## src/rtl/awlm_pkg.sv

```systemverilog
// Package for the allocation wait latency monitor.
// Holds the stream field layouts, register indexes and command codes.
// No dependencies.
`default_nettype none

package awlm_pkg;

   localparam int REQ_TDATA_W = 128;
   localparam int REQ_TUSER_W = 2;
   localparam int RSP_TDATA_W = 160;
   localparam int CSR_INDEX_W = 3;
   localparam int CSR_DATA_W  = 32;
   localparam int NUM_CLASS   = 3;

   // commands, carried in req_tuser
   localparam logic [1:0] CMD_WAIT      = 2'd0;
   localparam logic [1:0] CMD_READ_STAT = 2'd1;
   localparam logic [1:0] CMD_READ_RING = 2'd2;

   // configuration register indexes
   localparam logic [CSR_INDEX_W-1:0] REG_ENABLE       = 3'd0;
   localparam logic [CSR_INDEX_W-1:0] REG_LOG_ENABLE   = 3'd1;
   localparam logic [CSR_INDEX_W-1:0] REG_TRIG_ENABLE  = 3'd2;
   localparam logic [CSR_INDEX_W-1:0] REG_HIGH_THRESH  = 3'd3;
   localparam logic [CSR_INDEX_W-1:0] REG_LOW_THRESH   = 3'd4;
   localparam logic [CSR_INDEX_W-1:0] REG_LOG_THRESH   = 3'd5;
   localparam logic [CSR_INDEX_W-1:0] REG_TRIG_THRESH  = 3'd6;

   localparam logic [31:0] HIGH_THRESH_RESET = 32'd500;
   localparam logic [31:0] LOW_THRESH_RESET  = 32'd100;
   localparam logic [31:0] LOG_THRESH_RESET  = 32'd1000;
   localparam logic [31:0] TRIG_THRESH_RESET = 32'd10000;

   // statistic select codes
   localparam logic [1:0] STAT_MAX_WAIT   = 2'd0;
   localparam logic [1:0] STAT_MAX_ORDER  = 2'd1;
   localparam logic [1:0] STAT_HIGH_COUNT = 2'd2;
   localparam logic [1:0] STAT_LOW_COUNT  = 2'd3;
   localparam logic [3:0] SEL_COUNTER     = 4'd12;

   // input item fields, lowest bit first is the last member
   typedef struct packed {
      logic [1:0]  pad;
      logic [3:0]  select;
      logic [29:0] time_nanoseconds;
      logic [31:0] time_seconds;
      logic [21:0] task_id;
      logic        is_foreground;
      logic        is_urgent;
      logic [3:0]  alloc_order;
      logic [31:0] wait_ms;
   } req_data_type;

   // result item fields
   typedef struct packed {
      logic        pad;
      logic [31:0] rec_wait_ms;
      logic [29:0] rec_nanoseconds;
      logic [31:0] rec_seconds;
      logic [3:0]  rec_order;
      logic [21:0] rec_task_id;
      logic [31:0] stat_value;
      logic [3:0]  record_slot;
      logic        recorded;
      logic        trigger_alert;
      logic        log_alert;
   } rsp_data_type;

   typedef struct packed {
      logic [21:0] task_id;
      logic [3:0]  order;
      logic [31:0] seconds;
      logic [29:0] nanoseconds;
      logic [31:0] wait_ms;
   } ring_entry_type;

   // per-class update request
   typedef struct packed {
      logic        update;
      logic        is_high;
      logic        is_low;
      logic [31:0] wait_ms;
      logic [3:0]  order;
   } class_upd_type;

   typedef struct packed {
      logic [31:0] max_wait;
      logic [3:0]  max_order;
      logic [31:0] high_count;
      logic [31:0] low_count;
   } class_stat_type;

endpackage

`default_nettype wire

```

## src/rtl/alloc_wait_latency_monitor_core.sv

```systemverilog
// Allocation wait latency monitor, top level.
// rsp_tvalid is registered: an accepted item passes the input register, then the result register.
// Throughput: one item per cycle; backpressure on rsp stalls the input register.
// Reset (synchronous, active high): class statistics, record counter and ring
// valid bits clear at once; thresholds return to 500/100/1000/10000 ms.
// Depends on awlm_pkg, awlm_class, awlm_ring.
`default_nettype none

module alloc_wait_latency_monitor_core #(
   parameter int RING_DEPTH = 16
) (
   input  wire                                clock,
   input  wire                                reset,
   // slave side; tdata: wait_ms, alloc_order, is_urgent, is_foreground,
   // task_id, time_seconds, time_nanoseconds, select, zero pad
   input  wire                                req_tvalid,
   output logic                               req_tready,
   input  wire  [awlm_pkg::REQ_TDATA_W-1:0]   req_tdata,
   // tuser: cmd
   input  wire  [awlm_pkg::REQ_TUSER_W-1:0]   req_tuser,
   // master side; tdata: log_alert, trigger_alert, recorded, record_slot,
   // stat_value, rec_task_id, rec_order, rec_seconds, rec_nanoseconds,
   // rec_wait_ms, zero pad
   output logic                               rsp_tvalid,
   input  wire                                rsp_tready,
   output logic [awlm_pkg::RSP_TDATA_W-1:0]   rsp_tdata,
   // configuration write port
   input  wire                                csr_we,
   input  wire  [awlm_pkg::CSR_INDEX_W-1:0]   csr_index,
   input  wire  [awlm_pkg::CSR_DATA_W-1:0]    csr_wdata
);
   import awlm_pkg::*;

   localparam int SLOT_W = $clog2(RING_DEPTH);
   localparam int KEEP   = (RING_DEPTH < 16) ? RING_DEPTH : 16;
   localparam int IDX_W  = $clog2(KEEP);

   // configuration
   logic        enable_ff, log_enable_ff, trig_enable_ff;
   logic [31:0] high_th_ff, low_th_ff, log_th_ff, trig_th_ff;

   always_ff @(posedge clock) begin
      if (reset) begin
         enable_ff      <= 1'b0;
         log_enable_ff  <= 1'b0;
         trig_enable_ff <= 1'b0;
         high_th_ff     <= HIGH_THRESH_RESET;
         low_th_ff      <= LOW_THRESH_RESET;
         log_th_ff      <= LOG_THRESH_RESET;
         trig_th_ff     <= TRIG_THRESH_RESET;
      end else if (csr_we) begin
         case (csr_index)
            REG_ENABLE:      enable_ff      <= csr_wdata[0];
            REG_LOG_ENABLE:  log_enable_ff  <= csr_wdata[0];
            REG_TRIG_ENABLE: trig_enable_ff <= csr_wdata[0];
            REG_HIGH_THRESH: high_th_ff     <= csr_wdata;
            REG_LOW_THRESH:  low_th_ff      <= csr_wdata;
            REG_LOG_THRESH:  log_th_ff      <= csr_wdata;
            REG_TRIG_THRESH: trig_th_ff     <= csr_wdata;
            default: ;
         endcase
      end
   end

   // input register and handshake
   logic         in_valid_ff, rsp_valid_ff, advance;
   req_data_type in_data_ff;
   logic [1:0]   in_cmd_ff;
   rsp_data_type rsp_data_ff, rsp_data_in;

   assign advance    = !rsp_valid_ff || rsp_tready;
   assign req_tready = !in_valid_ff || advance;

   always_ff @(posedge clock) begin
      if (reset) begin
         in_valid_ff  <= 1'b0;
         rsp_valid_ff <= 1'b0;
      end else begin
         if (req_tready) begin
            in_valid_ff <= req_tvalid;
         end
         if (advance) begin
            rsp_valid_ff <= in_valid_ff;
         end
      end
   end

   always_ff @(posedge clock) begin
      if (req_tready && req_tvalid) begin
         in_data_ff <= req_data_type'(req_tdata);
         in_cmd_ff  <= req_tuser;
      end
      if (advance) begin
         rsp_data_ff <= rsp_data_in;
      end
   end

   // event evaluation
   logic do_event, is_high, is_low, do_record;

   assign do_event  = in_valid_ff && advance && enable_ff && (in_cmd_ff == CMD_WAIT);
   assign is_high   = in_data_ff.wait_ms >= high_th_ff;
   assign is_low    = in_data_ff.wait_ms >= low_th_ff;
   assign do_record = do_event && is_low;

   // class statistics: urgent, foreground, all
   class_upd_type  upd [NUM_CLASS];
   class_stat_type stat [NUM_CLASS];

   for (genvar c = 0; c < NUM_CLASS; c++) begin : g_class
      always_comb begin
         upd[c].is_high = is_high;
         upd[c].is_low  = is_low;
         upd[c].wait_ms = in_data_ff.wait_ms;
         upd[c].order   = in_data_ff.alloc_order;
         case (c)
            0:       upd[c].update = do_event && in_data_ff.is_urgent;
            1:       upd[c].update = do_event && in_data_ff.is_foreground;
            default: upd[c].update = do_event;
         endcase
      end

      awlm_class u_class (
         .clock (clock),
         .reset (reset),
         .upd   (upd[c]),
         .stat  (stat[c])
      );
   end

   // record counter and its residue modulo the ring depth
   logic [31:0]       counter_ff, counter_in;
   logic [SLOT_W-1:0] slot_ff, slot_in;

   assign counter_in = counter_ff + 32'd1;
   always_comb begin
      if (counter_in == '0) begin
         slot_in = '0;
      end else if (slot_ff == SLOT_W'(RING_DEPTH - 1)) begin
         slot_in = '0;
      end else begin
         slot_in = slot_ff + SLOT_W'(1);
      end
   end

   always_ff @(posedge clock) begin
      if (reset) begin
         counter_ff <= '0;
         slot_ff    <= '0;
      end else if (do_record) begin
         counter_ff <= counter_in;
         slot_ff    <= slot_in;
      end
   end

   // ring storage
   ring_entry_type wr_entry, rd_entry;
   logic           ring_wr;

   assign ring_wr = do_record && ((SLOT_W + 1)'(slot_in) < (SLOT_W + 1)'(KEEP));
   assign wr_entry.task_id     = in_data_ff.task_id;
   assign wr_entry.order       = in_data_ff.alloc_order;
   assign wr_entry.seconds     = in_data_ff.time_seconds;
   assign wr_entry.nanoseconds = in_data_ff.time_nanoseconds;
   assign wr_entry.wait_ms     = in_data_ff.wait_ms;

   awlm_ring #(
      .RING_DEPTH (RING_DEPTH)
   ) u_ring (
      .clock   (clock),
      .reset   (reset),
      .wr_en   (ring_wr),
      .wr_idx  (slot_in[IDX_W-1:0]),
      .wr_data (wr_entry),
      .rd_sel  (in_data_ff.select),
      .rd_data (rd_entry)
   );

   // statistic read
   logic [31:0]    stat_sel;
   class_stat_type cls;
   logic [1:0]     cls_idx;

   assign cls_idx = in_data_ff.select[3:2];
   assign cls     = stat[(cls_idx == 2'd3) ? 2'd0 : cls_idx];

   always_comb begin
      if (in_data_ff.select == SEL_COUNTER) begin
         stat_sel = counter_ff;
      end else if (cls_idx == 2'd3) begin
         stat_sel = '0;
      end else begin
         case (in_data_ff.select[1:0])
            STAT_MAX_WAIT:   stat_sel = cls.max_wait;
            STAT_MAX_ORDER:  stat_sel = 32'(cls.max_order);
            STAT_HIGH_COUNT: stat_sel = cls.high_count;
            default:         stat_sel = cls.low_count;
         endcase
      end
   end

   // result assembly
   always_comb begin
      rsp_data_in = '0;
      case (in_cmd_ff)
         CMD_WAIT: begin
            if (enable_ff) begin
               rsp_data_in.log_alert     = is_high && log_enable_ff
                                           && (in_data_ff.wait_ms >= log_th_ff);
               rsp_data_in.trigger_alert = is_high && trig_enable_ff
                                           && (in_data_ff.wait_ms >= trig_th_ff);
               rsp_data_in.recorded      = is_low;
               rsp_data_in.record_slot   = is_low ? 4'(slot_in) : 4'd0;
            end
         end
         CMD_READ_STAT: begin
            rsp_data_in.stat_value = stat_sel;
         end
         CMD_READ_RING: begin
            rsp_data_in.rec_task_id     = rd_entry.task_id;
            rsp_data_in.rec_order       = rd_entry.order;
            rsp_data_in.rec_seconds     = rd_entry.seconds;
            rsp_data_in.rec_nanoseconds = rd_entry.nanoseconds;
            rsp_data_in.rec_wait_ms     = rd_entry.wait_ms;
         end
         default: ;
      endcase
   end

   assign rsp_tvalid = rsp_valid_ff;
   assign rsp_tdata  = RSP_TDATA_W'(rsp_data_ff);

   // checks
   a_slot_range: assert property (@(posedge clock) disable iff (reset)
      (SLOT_W + 1)'(slot_ff) < (SLOT_W + 1)'(RING_DEPTH))
      else $error("ring slot beyond depth");

   a_counter_step: assert property (@(posedge clock) disable iff (reset)
      1'b1 |=> counter_ff == $past(counter_ff) + 32'($past(do_record)))
      else $error("record counter moved without a record");

   a_all_high: assert property (@(posedge clock) disable iff (reset)
      do_event && is_high |=> stat[2].high_count == $past(stat[2].high_count) + 32'd1)
      else $error("high wait not counted in all class");

   a_record_flags: assert property (@(posedge clock) disable iff (reset)
      rsp_valid_ff && rsp_data_ff.recorded |-> rsp_data_ff.stat_value == '0
         && rsp_data_ff.rec_wait_ms == '0)
      else $error("recorded item carries read data");

endmodule

`default_nettype wire

```

## src/rtl/awlm_class.sv

```systemverilog
// Statistics of one wait class: longest wait, its order, high and low counts.
// Depends on awlm_pkg.
`default_nettype none

module awlm_class (
   input  wire                      clock,
   input  wire                      reset,
   input  awlm_pkg::class_upd_type  upd,
   output awlm_pkg::class_stat_type stat
);
   import awlm_pkg::*;

   logic [31:0] max_wait_ff, high_count_ff, low_count_ff;
   logic [3:0]  max_order_ff;

   always_ff @(posedge clock) begin
      if (reset) begin
         max_wait_ff   <= '0;
         max_order_ff  <= '0;
         high_count_ff <= '0;
         low_count_ff  <= '0;
      end else if (upd.update) begin
         if (upd.wait_ms > max_wait_ff) begin
            max_wait_ff  <= upd.wait_ms;
            max_order_ff <= upd.order;
         end
         // high takes precedence even when low threshold sits above high
         if (upd.is_high) begin
            high_count_ff <= high_count_ff + 32'd1;
         end else if (upd.is_low) begin
            low_count_ff <= low_count_ff + 32'd1;
         end
      end
   end

   assign stat.max_wait   = max_wait_ff;
   assign stat.max_order  = max_order_ff;
   assign stat.high_count = high_count_ff;
   assign stat.low_count  = low_count_ff;

endmodule

`default_nettype wire

```

## src/rtl/awlm_ring.sv

```systemverilog
// Record ring of the monitor. Only slots reachable by the 4-bit select are
// kept; per-slot valid bits make an unwritten slot read as zero.
// Depends on awlm_pkg.
`default_nettype none

module awlm_ring #(
   parameter int RING_DEPTH = 16,
   parameter int KEEP       = (RING_DEPTH < 16) ? RING_DEPTH : 16,
   parameter int IDX_W      = $clog2(KEEP)
) (
   input  wire                      clock,
   input  wire                      reset,
   input  wire                      wr_en,
   input  wire  [IDX_W-1:0]         wr_idx,
   input  awlm_pkg::ring_entry_type wr_data,
   input  wire  [3:0]               rd_sel,
   output awlm_pkg::ring_entry_type rd_data
);
   import awlm_pkg::*;

   ring_entry_type         entry_ff [KEEP];
   logic [KEEP-1:0]        valid_ff;
   logic [IDX_W-1:0]       rd_idx;
   logic                   rd_hit;

   always_ff @(posedge clock) begin
      if (reset) begin
         valid_ff <= '0;
      end else if (wr_en) begin
         valid_ff[wr_idx] <= 1'b1;
      end
   end

   always_ff @(posedge clock) begin
      if (wr_en) begin
         entry_ff[wr_idx] <= wr_data;
      end
   end

   assign rd_idx = rd_sel[IDX_W-1:0];
   assign rd_hit = ({1'b0, rd_sel} < 5'(KEEP)) && valid_ff[rd_idx];
   assign rd_data = rd_hit ? entry_ff[rd_idx] : '0;

endmodule

`default_nettype wire

```

## config.mk

```make
export PLATFORM = sky130hd
export DESIGN_NAME = alloc_wait_latency_monitor_core
export DESIGN_NICKNAME = d
export VERILOG_FILES = /design/src/rtl/awlm_pkg.sv /design/src/rtl/alloc_wait_latency_monitor_core.sv /design/src/rtl/awlm_class.sv /design/src/rtl/awlm_ring.sv
export SDC_FILE = /design/constraint.sdc
export NUM_CORES = 2
export LEC_CHECK = 0
export BUFFER_PORTS_ARGS = -buffer_cell sky130_fd_sc_hd__buf_4
export CAP_MARGIN = 20
export CELL_PAD_IN_SITES_DETAIL_PLACEMENT = 1
export CELL_PAD_IN_SITES_GLOBAL_PLACEMENT = 1
export CORE_ASPECT_RATIO = 1.1
export CORE_MARGIN = 2
export CORE_UTILIZATION = 40
export CTS_CLUSTER_DIAMETER = 80
export DETAILED_ROUTE_END_ITERATION = 8
export MAX_ROUTING_LAYER = met4
export PLACE_DENSITY = 0.66
export SLEW_MARGIN = 40
export SYNTH_ARGS = -nofsm -noshare
export SYNTH_HDL_FRONTEND = slang
export SYNTH_SLANG_ARGS = --single-unit
```

## constraint.sdc

```tcl
create_clock -name clock -period 20.8 [get_ports clock]
set_input_delay 3.12 -clock clock [delete_from_list [all_inputs] [get_ports clock]]
set_output_delay 3.12 -clock clock [all_outputs]
set_load 0.03 [all_outputs]
```

### After elaboration in Yosys (flattened, before gate mapping)

Memories as Yosys holds them, arrays and structs flattened. A register that Yosys moved wholly into a read port is not among the register bits.
Index checks and enable logic that the tools add are counted.

| word-level totals | value |
|---|---|
| RAM bits | 1920 |
| input port bits | 170 |
| logic and storage cells | 129 |
| memories | 1 |
| flip-flop bits (word level) | 652 |

| cells by class | value |
|---|---|
| $lt $le $gt $ge | 11 |
| $add $sub $neg | 8 |
| reduce and logical (&&, ||, !) cells | 40 |
| bitwise gates (word level) | 3 |
| multiplexer cells | 15 |
| equal/unequal tests | 13 |

Memory list:

| memory | depth | bits a word | rd ports | clocked after memory_dff | write ports | RTL line | source |
|---|---|---|---|---|---|---|---|
| u_ring.entry_ff | 16 | 120 | 1 | 1 | 1 | awlm_ring.sv:21 | `ring_entry_type entry_ff [KEEP];` |

Operators with widths:

| kind | number |
|---|---|
| 32-bit by 1-bit adder with 32-bit output (second input constant) | 7 |
| 100-bit binary-select mux with 2-bit select | 1 |
| 100-bit two-way mux | 2 |
| 32-bit greater-or-equal comparator | 4 |
| 32-bit greater-than comparator | 3 |
| 32-bit case mux with 3 select lines | 1 |
| 32-bit two-way mux | 2 |
| 32-bit logical NOT | 1 |
| 2-bit AND reduction | 15 |
| 16-bit bitwise OR | 1 |
| 1-bit logical AND | 12 |
| 3-bit AND reduction | 4 |
| 4-bit by 5-bit less-than comparator with 1-bit output (second input constant) | 2 |
| 3-bit == test (second input constant) | 3 |
| 4-bit == test (second input constant) | 2 |
| 4-bit two-way mux | 2 |
| 2-bit == test (second input constant) | 3 |
| 3-bit by 2-bit == test with 1-bit output (second input constant) | 2 |
| 4-bit by 1-bit adder with 4-bit output (second input constant) | 1 |
| 1-bit binary-select mux with 4-bit select | 1 |
| 1-bit demux with 4-bit select | 1 |
| 2-bit by 1-bit == test with 1-bit output (second input constant) | 2 |
| 4-bit by 1-bit greater-or-equal comparator with 1-bit output (second input constant) | 1 |
| 2-bit logical NOT | 2 |
| other kinds (9) | 15 |

### Depth between registers and ports, before layout

| logic depth | value |
|---|---|
| depth after elaboration | 9 |
| depth in mapped cells | 14 |
| mapped depth without buffers | 10 |

### Cells and area by module

A second synthesis with hierarchy kept.

| second synthesis, totals | value |
|---|---|
| cells, all modules | 7127 |
| area, all modules | 110882.6 µm² |

Modules (own cells, without submodules):

| module | cells an instance | instances | area an instance (µm²) |
|---|---|---|---|
| awlm_ring | 3018 | 1 | 72495.8 |
| alloc_wait_latency_monitor_core | 2324 | 1 | 22790.6 |
| awlm_class | 595 | 3 | 5198.7 |

### Worst setup path after synthesis

OpenSTA, ideal clock, no wires.

| path | value |
|---|---|
| path kind | input -> register |
| from | in rsp_tready |
| to | mem u_ring.entry_ff[11][0] (netlist bit) (enable) |
| cell stages on the path | 8 |
| data required time | 19.906 ns |
| setup time | 0.894 ns |
| data arrival time | 19.474 ns |
| path slack | 0.432 ns |
| cells stage by stage | nor2b_1 > inv_1 > nand3_1 > nor2_1 > nand2b_1 > buf_2 > buf_4 > nor4_1 |

| on the way | value |
|---|---|
| word-level cells in the longest chain between the ends | 7 |

RTL lines:

| what | RTL line | source |
|---|---|---|
| start, declared | alloc_wait_latency_monitor_core.sv:25 | `input wire rsp_tready,` |
| 1-bit logical OR | alloc_wait_latency_monitor_core.sv:71 | `assign advance = !rsp_valid_ff \|\| rsp_tready;` |
| named net advance | alloc_wait_latency_monitor_core.sv:66 | `logic in_valid_ff, rsp_valid_ff, advance;` |
| 1-bit logical AND (3 in a row) | alloc_wait_latency_monitor_core.sv:101 | `assign do_event = in_valid_ff && advance && enable_ff && (in_cmd_ff == CMD_WAIT);` |
| 1-bit logical AND | alloc_wait_latency_monitor_core.sv:104 | `assign do_record = do_event && is_low;` |
| 1-bit two-way mux | awlm_ring.sv:35 | `if (wr_en) begin` |
| 1-bit two-way mux (implied by the code) | awlm_ring.sv:36 | `entry_ff[wr_idx] <= wr_data;` |
| end, declared | awlm_ring.sv:21 |  |

The timed path passes the listed nets, and every way through them passes these cells.

### Final worst setup path

| path | value |
|---|---|
| from | in rsp_tready |
| to | mem u_ring.entry_ff[6][69] (netlist bit) (enable) |

Same word-level chain as after synthesis.

==> reports/qor.csv <==
stage,metric,value,unit
detailed_routing,firstDrtPassIters,6,
clock_tree,cts.htree.levels,5,
critical_path,required,21250,ps
yosys,synth_ff_type,edfxtp_1,
finish,drive_gt1_share,23.0,%
yosys,syn_nets,7251,
global_routing,grt_max_degree,189,
clock_tree,hold_buffers,0,
yosys,syn_inst,6849,
critical_path,start_kind,primary input,
yosys,synth.largest_area_cell,edfxtp_1,
detailed_routing,via_per_inst,5.69,
sta,drv_slew,0,
sta,worst_pin_slew,875,ps
clock_tree,insertion_delay,860,ps
yosys,synth.avg_cell_area,16.2,µm²
placement,io_buffers,328,
detailed_routing,routed.top_layer,met4,
detailed_routing,met2WireLength,155000,µm
clock_tree,cts.sinks,2692,
detailed_routing,routed-via-count,63600,
yosys,netlist_area,111000,µm²
finish,syn2layout_area_growth,15.6,%
clock_tree,cts_tree,yes,
floorplan,start_util,40.3,%
placement,gp_congestion,0.831,
finish,finalNetCount,7665,
detailed_routing,wl_per_cell,27.9,µm
job,maxCapViolCount,0,
critical_path,endpoint_kind,flip-flop,
floorplan,die_w,506,µm
finish,final_common_cell,edfxtp_1,
clock_tree,clkTransAtPathRegs,60,ps
detailed_routing,met3_length,15900,µm
yosys,async_flop_share,0,%
floorplan,fp.coreArea,275000,µm²
clock_tree,root_buffer,clkbuf_16,
yosys,synth_top_area_share,59.7,%
placement,hpwl,182000,µm
sta,skew,59.1,ps
floorplan,die_area,282000,µm²
critical_path,cp_slowest_stage_delay,770,ps
sta,setup_viol,0,
critical_path,cp_slowest_cell,buf_4,
detailed_routing,wl_met1,133000,µm
sta,finalSetupTns,0,ps
worst_hold_path,hp-class,flip-flop to flip-flop,
critical_path,cp_common_cell,buf_4,
outcome,status,completed,
yosys,yosys.cell_types.count,77,
global_routing,grt_first_pass_wirelength,460000,µm
yosys,synth_seq_area_share,68.5,%
finish,nFillCells,26500,
floorplan,ios,332,
sta,rsz0062_at_grt,false,
yosys,ys_warn_count,0,
sta,fin_crit_sh,34.8,%
pwr,leakagePower,42.3,nW
finish,fin_util,46.5,%
clock_tree,numCtsBuffers,300,
placement,placed_area,118000,µm²
yosys,synth_edf_count,2207,
detailed_routing,wirelength,312000,µm
critical_path,path_cells,buf_4 > nor2b_1 > inv_8 > nand3_1 > buf_4 > nor2_1 > nand2b_2 > nor3_2 > buf_6 > buf_4 > buf_4,
sta,hold_violations,0,
detailed_routing,ant_nets,0,
critical_path,reg2reg_depth,14,
yosys,synth-seq-cells,2692,
pwr,powerDensity,91.5,nW/µm²
global_routing,overflow,0,
clock_tree,cts_setup_buffers,0,
floorplan,die_height,556,µm
finish,design_area,128000,µm²
detailed_routing,route.detailed.drc,0,
finish,layout_common_cells,"edfxtp_1, mux4_2, nand2_1, dfxtp_1, buf_4",
sta,hold_ws,452,ps
global_routing,antenna_found_initial,5,
critical_path,worstSetupPathType,primary input to flip-flop,
detailed_routing,drtIter0Drc,5333,
critical_path,critical_path.max_fanout,44,
yosys,synth_area_leaders,"edfxtp_1, mux4_2, dfxtp_1",
global_routing,grt_use_total,22.6,%
sta,fin_crit,7250,ps
critical_path,arrival,7700,ps
pwr,vdd_ir_drop_max,0.0597,mV
clock_tree,clock_path_buffers,4,
sta,fmax,138,MHz
floorplan,rows,202,
global_routing,grt_pass1_vias,67300,
sta,max_slew_margin,41.7,%
worst_hold_path,hold_path_depth,2,
clock_tree,cts_resized,0,
[path summary, 6_finish.rpt]
path | endpoint | startpoint | slack, ps
min | log_th_ff[20] | log_th_ff[20] | 450
min reg2reg | log_th_ff[20] | log_th_ff[20] | 450
max | u_ring.entry_ff[6][69] | rsp_tready | 13550
max reg2reg | u_ring.entry_ff[6][69] | in_data_ff[0] | 14010
[state kept, by name, indices dropped and copies added (netlist names), 96 cells and up]
signal and flops:
g_class.u_class.high_count_ff 96, u_ring.entry_ff 1920, rsp_tdata 159, g_class.u_class.low_count_ff 96, g_class.u_class.max_wait_ff 96, in_data_ff 124
[cells by family after synthesis]
kind of cell	synth area share, %
other	0.00338
AND/OR/NAND/NOR	6.76
buffers and inverters	2.32
multiplexers	14.4
AO/OA/AOI/OAI	4.92
adder cells (fa/ha/maj)	2.62
flip-flops	68.5
XOR/XNOR	0.474
[stage by stage]
stage | setup WS [ps] | instances | power, mW
floorplan | 432 | 6849 | 6.36
global placement | 12070 | 10600 | 6.58
detailed placement | 12150 | 10600 | 6.60
CTS | 13060 | 11200 | 11.9
global route | 13300 | 11200 | 12.1
finish | 13550 | 11200 | 11.7
[worst max-delay path, delay by kind of cell]
| family | cells | cell delay (ps) |
|---|---|---|
| buffers and inverters | 6 | 2710 |
| AND/OR/NAND/NOR | 5 | 1600 |
[power by group]
group          total (mW)  switching (mW)  internal (mW)
logic               0.569           0.336          0.232
clock network        5.26            2.16           3.10
registers            5.91          0.0500           5.86
total                11.7            2.55           9.19
[layer usage]
metal | vias to the layer above | track usage, %
met4 | 0 | 5.99
met5 | - | -
met2 | 1824 | 37.3
li1 | 27700 | -
met1 | 33700 | 29.8
met3 | 434 | 2.69
[synthesized netlist by cell type (20+ instances only)]
library cell / number
o22ai_1: 36
a21o_1: 90
o311ai_0: 20
nor4_1: 53
a21oi_1: 277
clkbuf_1: 306
o21ai_0: 135
edfxtp_1: 2207
buf_2: 26
mux4_2: 609
a221oi_1: 30
or4_1: 24
mux2_2: 95
nand4_1: 94
and4_1: 21
and3_1: 32
inv_1: 283
xnor2_1: 53
mux2i_1: 120
a211oi_1: 20
o211ai_1: 45
nand2_1: 509
nand3_1: 100
dfxtp_1: 485
a222oi_1: 26
nor3_1: 61
nor2b_1: 197
or2_2: 28
or3_1: 51
buf_1: 53
nor2_1: 317
ha_1: 232
[layout make-up]
cell class,count,area [µm²],share of cell area [%]
timing repair buffer,501,4280,3.34
clock inverter,136,1330,1.04
multi-input combinational,3485,32600,25.4
inverter,283,1100,0.856
sequential,2692,76000,59.3
antenna,2,5.00,0.00390
clock buffer,397,8330,6.50
tap,3672,4590,3.58
No activity file was read; power rests on OpenSTA's default activity.
